**config.mk**
```make
export PLATFORM = sky130hd
export DESIGN_NAME = shift_jis_glyph_locator
export DESIGN_NICKNAME = d
export VERILOG_FILES = /design/src/design/sjgl_pkg.sv /design/src/design/sjgl_cfg_regs.sv /design/src/design/sjgl_decode.sv /design/src/design/sjgl_out_stage.sv /design/src/design/shift_jis_glyph_locator.sv
export SDC_FILE = /design/constraint.sdc
export NUM_CORES = 1
export LEC_CHECK = 0
export BUFFER_PORTS_ARGS = -buffer_cell sky130_fd_sc_hd__buf_2
export CAP_MARGIN = 20
export CORE_ASPECT_RATIO = 2
export CORE_MARGIN = 5
export CORE_UTILIZATION = 40
export CTS_BUF_LIST = sky130_fd_sc_hd__clkbuf_4
export CTS_CLUSTER_SIZE = 25
export DETAILED_ROUTE_END_ITERATION = 16
export HOLD_SLACK_MARGIN = 0.05
export PLACE_DENSITY = 0.6
export SKIP_LAST_GASP = 1
export SYNTH_ARGS = -nofsm -noshare
export SYNTH_HDL_FRONTEND = slang
export SYNTH_HIERARCHICAL = 1
export SYNTH_SLANG_ARGS = --single-unit
```
**constraint.sdc**
```tcl
create_clock -name clk -period 12.37 [get_ports clk]
set_clock_uncertainty 0.15 [all_clocks]
set_input_delay 1.237 -clock clk [delete_from_list [all_inputs] [get_ports clk]]
set_output_delay 1.237 -clock clk [all_outputs]
set_load 0.01 [all_outputs]
```
**src/design/sjgl_pkg.sv**
```systemverilog
// Package with shared constants, register codes and structs of the Shift_JIS glyph locator.
`default_nettype none
package sjgl_pkg;

  localparam int unsigned CFG_AW = 4;
  localparam int unsigned CFG_DW = 32;

  typedef logic [1:0] reg_idx_t;
  localparam reg_idx_t REG_LANG_MODE  = 2'd0;
  localparam reg_idx_t REG_HALF_BASE  = 2'd1;
  localparam reg_idx_t REG_KANJI_BASE = 2'd2;
  localparam reg_idx_t REG_ADVANCE    = 2'd3;

  localparam logic [4:0] ADVANCE_RESET = 5'd8;

  localparam logic [7:0] LEAD_A_LO  = 8'h81;
  localparam logic [7:0] LEAD_A_HI  = 8'h9f;
  localparam logic [7:0] LEAD_B_LO  = 8'he0;
  localparam logic [7:0] LEAD_B_HI  = 8'hfc;
  localparam logic [7:0] TRAIL_A_LO = 8'h40;
  localparam logic [7:0] TRAIL_A_HI = 8'h7e;
  localparam logic [7:0] TRAIL_B_LO = 8'h80;
  localparam logic [7:0] TRAIL_B_HI = 8'h9e;
  localparam logic [6:0] ROW_B_OFS  = 7'd62;
  localparam logic [8:0] CELL_B_OFS = 9'd63;
  localparam logic [14:0] CELLS_PER_ROW = 15'd94;
  localparam logic [8:0] CELL_C_SUB = 9'd159;
  localparam logic [31:0] KANJI_OFS = 32'd4096;
  localparam logic [31:0] HALF_STEP = 32'd16;

  typedef struct packed {
    logic        lang_mode;
    logic [31:0] half_base;
    logic [31:0] kanji_base;
    logic [4:0]  advance;
  } cfg_t;

  typedef struct packed {
    logic [31:0] glyph_addr;
    logic [12:0] draw_x;
    logic        last;
  } result_t;

  typedef struct packed {
    logic        has_result;
    logic        pair;
    result_t     res0;
    result_t     res1;
    logic [7:0]  lead_nxt;
    logic [11:0] pen_nxt;
  } decode_t;

endpackage
`default_nettype wire

```
**src/design/sjgl_cfg_regs.sv**
```systemverilog
// Configuration register file with its APB-style write and read port.
`default_nettype none
module sjgl_cfg_regs
  import sjgl_pkg::*;
(
  input  wire logic              clk,
  input  wire logic              rst_n,
  input  wire logic              psel,
  input  wire logic              penable,
  input  wire logic              pwrite,
  input  wire logic [CFG_AW-1:0] paddr,
  input  wire logic [CFG_DW-1:0] pwdata,
  output logic      [CFG_DW-1:0] prdata,
  output logic                   pready,
  output cfg_t                   cfg
);

  cfg_t     cfg_r;
  reg_idx_t idx;
  logic     wr_en;

  assign idx    = paddr[3:2];
  assign wr_en  = psel && penable && pwrite;
  assign pready = 1'b1;
  assign cfg    = cfg_r;

  always_ff @(posedge clk) begin
    if (!rst_n) begin
      cfg_r.lang_mode  <= 1'b0;
      cfg_r.half_base  <= '0;
      cfg_r.kanji_base <= '0;
      cfg_r.advance    <= ADVANCE_RESET;
    end else if (wr_en) begin
      unique case (idx)
        REG_LANG_MODE:  cfg_r.lang_mode  <= pwdata[0];
        REG_HALF_BASE:  cfg_r.half_base  <= pwdata;
        REG_KANJI_BASE: cfg_r.kanji_base <= pwdata;
        REG_ADVANCE:    cfg_r.advance    <= pwdata[4:0];
        default:        ;
      endcase
    end
  end

  always_comb begin
    unique case (idx)
      REG_LANG_MODE:  prdata = {31'd0, cfg_r.lang_mode};
      REG_HALF_BASE:  prdata = cfg_r.half_base;
      REG_KANJI_BASE: prdata = cfg_r.kanji_base;
      REG_ADVANCE:    prdata = {27'd0, cfg_r.advance};
      default:        prdata = '0;
    endcase
  end

endmodule
`default_nettype wire

```
**src/design/sjgl_decode.sv**
```systemverilog
// Combinational byte decoder: glyph addresses, draw positions and next state.
`default_nettype none
module sjgl_decode
  import sjgl_pkg::*;
(
  input  wire logic [7:0]  code,
  input  wire logic        new_string,
  input  wire logic [11:0] start_x,
  input  wire logic [7:0]  lead,
  input  wire logic [11:0] pen,
  input  cfg_t             cfg,
  output decode_t          dec
);

  logic [11:0] pen_cur;
  logic        is_lead;
  logic        lead_a;
  logic [7:0]  lead_ofs;
  logic [6:0]  row_base;
  logic [6:0]  row;
  logic [8:0]  col;
  logic [14:0] idx;
  logic [31:0] pair_addr;
  logic [31:0] single_base;

  assign pen_cur = new_string ? start_x : pen;
  assign is_lead = ((code >= LEAD_A_LO) && (code <= LEAD_A_HI)) ||
                   ((code >= LEAD_B_LO) && (code <= LEAD_B_HI));

  // Row of the 94-cell table; only valid lead bytes are ever held.
  assign lead_a   = (lead >= LEAD_A_LO) && (lead <= LEAD_A_HI);
  assign lead_ofs = lead_a ? (lead - LEAD_A_LO) : (lead - LEAD_B_LO);
  assign row_base = lead_a ? {lead_ofs[5:0], 1'b0}
                           : ({lead_ofs[5:0], 1'b0} + ROW_B_OFS);

  // Cell index is signed: malformed trail bytes below 0x9f give a negative cell.
  always_comb begin
    row = row_base;
    col = {1'b0, code} - CELL_C_SUB;
    if ((code >= TRAIL_A_LO) && (code <= TRAIL_A_HI)) begin
      col = {1'b0, code} - {1'b0, TRAIL_A_LO};
    end else if ((code >= TRAIL_B_LO) && (code <= TRAIL_B_HI)) begin
      col = {1'b0, code} - {1'b0, TRAIL_B_LO} + CELL_B_OFS;
    end else begin
      row = row_base + 7'd1;
    end
  end

  assign idx = {8'd0, row} * CELLS_PER_ROW + {{6{col[8]}}, col};
  assign pair_addr = cfg.kanji_base + KANJI_OFS + {{12{idx[14]}}, idx, 5'd0};
  assign single_base = cfg.lang_mode ? cfg.kanji_base : cfg.half_base;

  always_comb begin
    dec.has_result      = 1'b1;
    dec.pair            = 1'b0;
    dec.lead_nxt        = lead;
    dec.pen_nxt         = pen_cur + {7'd0, cfg.advance};
    dec.res0.glyph_addr = single_base + {20'd0, code, 4'd0};
    dec.res0.draw_x     = {1'b0, pen_cur};
    dec.res0.last       = 1'b1;
    dec.res1.glyph_addr = pair_addr + HALF_STEP;
    dec.res1.draw_x     = {1'b0, pen_cur};
    dec.res1.last       = 1'b1;
    if (cfg.lang_mode) begin
      if (lead == 8'd0) begin
        if (is_lead) begin
          dec.has_result = 1'b0;
          dec.lead_nxt   = code;
        end
      end else begin
        dec.pair            = 1'b1;
        dec.lead_nxt        = 8'd0;
        dec.res0.glyph_addr = pair_addr;
        dec.res0.draw_x     = {1'b0, pen_cur} - {8'd0, cfg.advance};
        dec.res0.last       = 1'b0;
      end
    end
  end

endmodule
`default_nettype wire

```
**src/design/sjgl_out_stage.sv**
```systemverilog
// Result register with a second slot for the right half of a double-byte glyph.
`default_nettype none
module sjgl_out_stage
  import sjgl_pkg::*;
(
  input  wire logic clk,
  input  wire logic rst_n,
  input  wire logic load,
  input  wire logic pair,
  input  result_t   res0,
  input  result_t   res1,
  output logic      can_load,
  output logic      out_valid,
  input  wire logic out_ready,
  output result_t   out_res
);

  logic    out_v_r, out_v_nxt;
  logic    pend_v_r, pend_v_nxt;
  result_t out_res_r, out_res_nxt;
  result_t pend_res_r, pend_res_nxt;

  assign can_load  = !pend_v_r && (!out_v_r || out_ready);
  assign out_valid = out_v_r;
  assign out_res   = out_res_r;

  always_comb begin
    out_v_nxt    = out_v_r;
    pend_v_nxt   = pend_v_r;
    out_res_nxt  = out_res_r;
    pend_res_nxt = pend_res_r;
    if (load) begin
      out_v_nxt    = 1'b1;
      out_res_nxt  = res0;
      pend_v_nxt   = pair;
      pend_res_nxt = res1;
    end else if (out_v_r && out_ready) begin
      out_v_nxt   = pend_v_r;
      out_res_nxt = pend_res_r;
      pend_v_nxt  = 1'b0;
    end
  end

  always_ff @(posedge clk) begin
    if (!rst_n) begin
      out_v_r  <= 1'b0;
      pend_v_r <= 1'b0;
    end else begin
      out_v_r  <= out_v_nxt;
      pend_v_r <= pend_v_nxt;
    end
  end

  always_ff @(posedge clk) begin
    out_res_r  <= out_res_nxt;
    pend_res_r <= pend_res_nxt;
  end

endmodule
`default_nettype wire

```
**src/design/shift_jis_glyph_locator.sv**
```systemverilog
// Top level of the Shift_JIS glyph locator: input register, text state and result stage.
//
//  Channel | Direction | Handshake                 | Payload
//  in      | input     | in_valid / in_ready       | in_code, in_new_string, in_start_x
//  out     | output    | out_valid / out_ready     | out_glyph_addr, out_draw_x, out_last
//  cfg     | input     | psel, penable, pwrite     | paddr, pwdata, prdata, pready
//
// A byte is captured in the input register at its transaction and decoded as it moves
// into the result register once the result stage has room. While out_ready stays high,
// single-byte glyphs sustain one byte per cycle; a double-byte trail yields two results
// on the single result port, so the next byte waits while the right half is pending.
// Lead bytes produce no result and leave without waiting for the result stage.
// Reset is synchronous and active low; it clears the pen, the held lead byte and
// all three valid flags, and loads the register defaults (advance of eight pixels).
// When out_ready stays low the result register holds and the input register fills,
// after which in_ready drops until the result is taken.
`default_nettype none
module shift_jis_glyph_locator
  import sjgl_pkg::*;
(
  input  wire logic              clk,
  input  wire logic              rst_n,
  input  wire logic              in_valid,
  output logic                   in_ready,
  input  wire logic [7:0]        in_code,
  input  wire logic              in_new_string,
  input  wire logic [11:0]       in_start_x,
  output logic                   out_valid,
  input  wire logic              out_ready,
  output logic      [31:0]       out_glyph_addr,
  output logic      [12:0]       out_draw_x,
  output logic                   out_last,
  input  wire logic              psel,
  input  wire logic              penable,
  input  wire logic              pwrite,
  input  wire logic [CFG_AW-1:0] paddr,
  input  wire logic [CFG_DW-1:0] pwdata,
  output logic      [CFG_DW-1:0] prdata,
  output logic                   pready
);

  cfg_t        cfg;
  decode_t     dec;
  result_t     out_res;
  logic        can_load;
  logic        consume;
  logic        load;

  // Input register: one accepted byte waiting for decode.
  logic        in_v_r;
  logic [7:0]  in_code_r;
  logic        in_ns_r;
  logic [11:0] in_sx_r;

  // Text state carried from byte to byte.
  logic [7:0]  lead_r;
  logic [11:0] pen_r;

  sjgl_cfg_regs u_cfg (
    .clk     (clk),
    .rst_n   (rst_n),
    .psel    (psel),
    .penable (penable),
    .pwrite  (pwrite),
    .paddr   (paddr),
    .pwdata  (pwdata),
    .prdata  (prdata),
    .pready  (pready),
    .cfg     (cfg)
  );

  sjgl_decode u_dec (
    .code       (in_code_r),
    .new_string (in_ns_r),
    .start_x    (in_sx_r),
    .lead       (lead_r),
    .pen        (pen_r),
    .cfg        (cfg),
    .dec        (dec)
  );

  // A held byte leaves the input register when it makes no result, or when the
  // result stage has room for its result or pair of results.
  assign consume  = in_v_r && (!dec.has_result || can_load);
  assign load     = consume && dec.has_result;
  assign in_ready = !in_v_r || consume;

  sjgl_out_stage u_out (
    .clk       (clk),
    .rst_n     (rst_n),
    .load      (load),
    .pair      (dec.pair),
    .res0      (dec.res0),
    .res1      (dec.res1),
    .can_load  (can_load),
    .out_valid (out_valid),
    .out_ready (out_ready),
    .out_res   (out_res)
  );

  assign out_glyph_addr = out_res.glyph_addr;
  assign out_draw_x     = out_res.draw_x;
  assign out_last       = out_res.last;

  always_ff @(posedge clk) begin
    if (!rst_n) begin
      in_v_r <= 1'b0;
      lead_r <= 8'd0;
      pen_r  <= 12'd0;
    end else begin
      if (in_ready) begin
        in_v_r <= in_valid;
      end
      if (consume) begin
        lead_r <= dec.lead_nxt;
        pen_r  <= dec.pen_nxt;
      end
    end
  end

  // The byte register itself needs no reset; in_v_r qualifies it.
  always_ff @(posedge clk) begin
    if (in_valid && in_ready) begin
      in_code_r <= in_code;
      in_ns_r   <= in_new_string;
      in_sx_r   <= in_start_x;
    end
  end

endmodule
`default_nettype wire

```
==> impl_metrics.json <==
{
  "outcome": "finished, final reports clean",
  "peakVddDrop_v": 0.00009083,
  "die_x_um": 146.5,
  "ys_top_cells_by_area": "edfxtp_1, dfxtp_1, ha_1, mux2i_1, nand2_1",
  "synth.top_cell.area_share_pct": 22.77,
  "clk_root_buffer_cell": "clkbuf_4",
  "synth_fp_nets": 1728,
  "syn_inst": 1527,
  "grt_busiest_layer": "met2",
  "synth_edf_count": 113,
  "netlist_area_mm2": 0.01490,
  "drc": 0,
  "yosysSeqAreaShare_pct": 35.26,
  "core_mm2": 0.03704,
  "yosysMostFrequentCell": "nand2_1",
  "finalCritPeriodShare_pct": 82.34,
  "synthArstFlopShare_pct": 0,
  "slew_viol_final": 0,
  "fin_crit_ns": 10.19,
  "start_util_pct": 40.24,
  "clkSinkCount": 206,
  "wire_per_inst_um": 19.15,
  "rr_worst_depth": 36,
  "grtUsageMet3_pct": 2.639,
  "dp_cells": 2064,
  "fillers": 3621,
  "slowest_stage": "nor4_1",
  "io_buffers": 141,
  "max_freq_mhz": 98.17,
  "cts-hold-fix-buffers": 0,
  "regArea_mm2": 0.005256,
  "clockBufferDepth": 3,
  "endpoint_kind": "flip-flop",
  "drtIter0Drc": 633,
  "clk_pin_slew_ns": 0.07,
  "fin_util_pct": 44.57,
  "crit_fanout": 12,
  "dp_hpwl_um": 31060,
  "globalplace.congestion": 0.8951,
  "cts_buffers": 50,
  "cts_resized": 0,
  "rsz0062_at_grt": "false",
  "r2r_setup_slack_ns": 2.18,
  "finalPower_mw": 2.230,
  "cp_slowest_stage_delay_ns": 0.65,
  "required_ns": 12.68,
  "ys_seq_elements": 206,
  "synth_top_area_cell": "edfxtp_1",
  "cts-htree-levels": 2,
  "tightest_slew_ns": 1.062,
  "whs_ns": 0.3105,
  "yosysWarnings": 6,
  "grt_pass1_vias": 12174,
  "synth_top_flop_cell": "edfxtp_1",
  "pin_count": 145,
  "hold_viol_final": 0,
  "cp_common_cell": "inv_1",
  "synth_cell_types": 86,
  "finalSetupTns_ns": 0,
  "via_count": 11737,
  "fin_cells": 2160,
  "reg2reg_from": "lead_r[2]",
  "firstDrtPassIters": 7,
  "slew_headroom_pct": 28.99,
  "syn2layout_area_growth_pct": 10.77,
  "fp-row-count": 100,
  "grt_pass1_wl_um": 64400,
  "post_cts_buffers": 0,
  "nets": 1858,
  "critPathKind": "flip-flop to flip-flop",
  "vias_per_cell": 5.434,
  "hold_path_class": "flip-flop to flip-flop",
  "grt_use_total_pct": 19.42,
  "wl_um": 41370,
  "worstSetupStartpointType": "flip-flop",
  "netlist_top_cells_count": "nand2_1, ha_1, edfxtp_1, mux2i_1, dfxtp_1",
  "setup_viol": 0,
  "die_h_um": 283.0,
  "met2_usage_pct": 38.53,
  "clkLatencyLatePin_ns": 0.74,
  "power_density_mw_per_mm2": 135.1,
  "drive_above_1_share_pct": 19.13,
  "use_met1_pct": 19.30,
  "cp.arrival_ns": 10.49,
  "cts_tree": "done",
  "grt_antenna_before_repair": 2,
  "final_antenna_net_count": 0,
  "leakagePower_nw": 6.895,
  "drv_cap": 0,
  "synth_area_per_cell_um2": 9.760,
  "multi_input_area_mm2": 0.008855,
  "die_area_mm2": 0.04145,
  "grt-ovfl-total": 0,
  "holdPathEnd": "pen_r[3]",
  "regToRegEndpoint": "u_out/pend_res_r[44]",
  "hold_start": "pen_r[3]",
  "worstHoldPathCells": 2,
  "grt_max_degree": 74
}
## critical path: cells and delay by family, from the launching register on
family	cells	cell delay, ns
xor+xnor	4	1.13
buf+inv	5	0.76
flops	1	0.38
fa+ha+maj	7	3.01
compound gates	12	2.31
simple gates	8	2.16
## state kept, by name (all words and copies together) (netlist names)
register,count
pen_r,12
in_sx_r,12
u_out/pend_res_r,46
u_cfg/cfg,70
in_v_r,1
u_out/out_res,46
in_code_r,8
u_out/pend_v_r,1
u_out/out_valid,1
in_ns_r,1
lead_r,8
## worst max-delay path by stage
stage / from / end / slack [ns] / cells past startpoint
floorplan: lead_r[2] / u_out/out_res[45] / 3.76 / 38
global placement: in_code_r[2] / u_out/pend_res_r[44] / 2.22 / 36
detailed placement: lead_r[2] / u_out/pend_res_r[44] / 2.15 / 36
CTS: lead_r[2] / u_out/pend_res_r[44] / 2.10 / 36
global route: in_code_r[2] / u_out/pend_res_r[44] / 1.54 / 36
finish: lead_r[2] / u_out/pend_res_r[44] / 2.18 / 36
## area by class of cell
cell class              count  area share (%)
flip-flops and latches    206           31.84
multi-input cells        1162           53.64
inverters                  85           1.933
well taps                 459           3.479
clock inverters            23          0.9398
repair buffers            152           4.911
diodes                      2         0.03032
clock buffers              71           3.229
## report_power, final
part	leakage (nW)	switching (mW)	internal, mW
registers	1.83	0.0212	0.792
logic	4.66	0.491	0.314
clock network	0.405	0.301	0.311
total	6.89	0.813	1.42
## layer usage
layer  vias to the layer above  share of wire [%]
met5                         -                  0
met4                         0                5.0
met3                       110                3.6
met2                       303                 55
met1                      5633                 36
li1                       5691                  -
## kinds of logic after synthesis
| family | after synthesis | synth area share (%) |
|---|---|---|
| compound gates | 268 | 12.22 |
| xor+xnor | 130 | 7.732 |
| fa+ha+maj | 137 | 12.36 |
| buf+inv | 159 | 5.491 |
| flops | 206 | 35.26 |
| mux | 182 | 13.38 |
| other cells | 3 | 0.07556 |
| simple gates | 442 | 13.48 |
## metrics by stage
step	instance area, µm²	setup slack, ns
after floorplan	14900	3.758
after CTS	16500	2.103
after detailed placement	15820	2.151
after global routing	16510	1.542
after global placement	15790	2.219
final	16510	2.184
## placed cells by master, fill, tap and decap left out, drive strengths merged, types with 9 or more instances in the layout
cell type    n
a21oi       73
mux2        71
inv         87
nor2        80
fa          17
edfxtp     113
buf        152
mux2i      110
xor2        52
nor3        16
o21ai       54
nand3       27
xnor2       77
o21bai      11
nand2b      12
and3        10
dfxtp       93
o211ai      13
and2        12
clkinv      19
clkbuf      71
nor2b       11
a22o        38
a21o        18
nand2      228
nand4        9
ha         120
(Power assumes the default switching activity.)
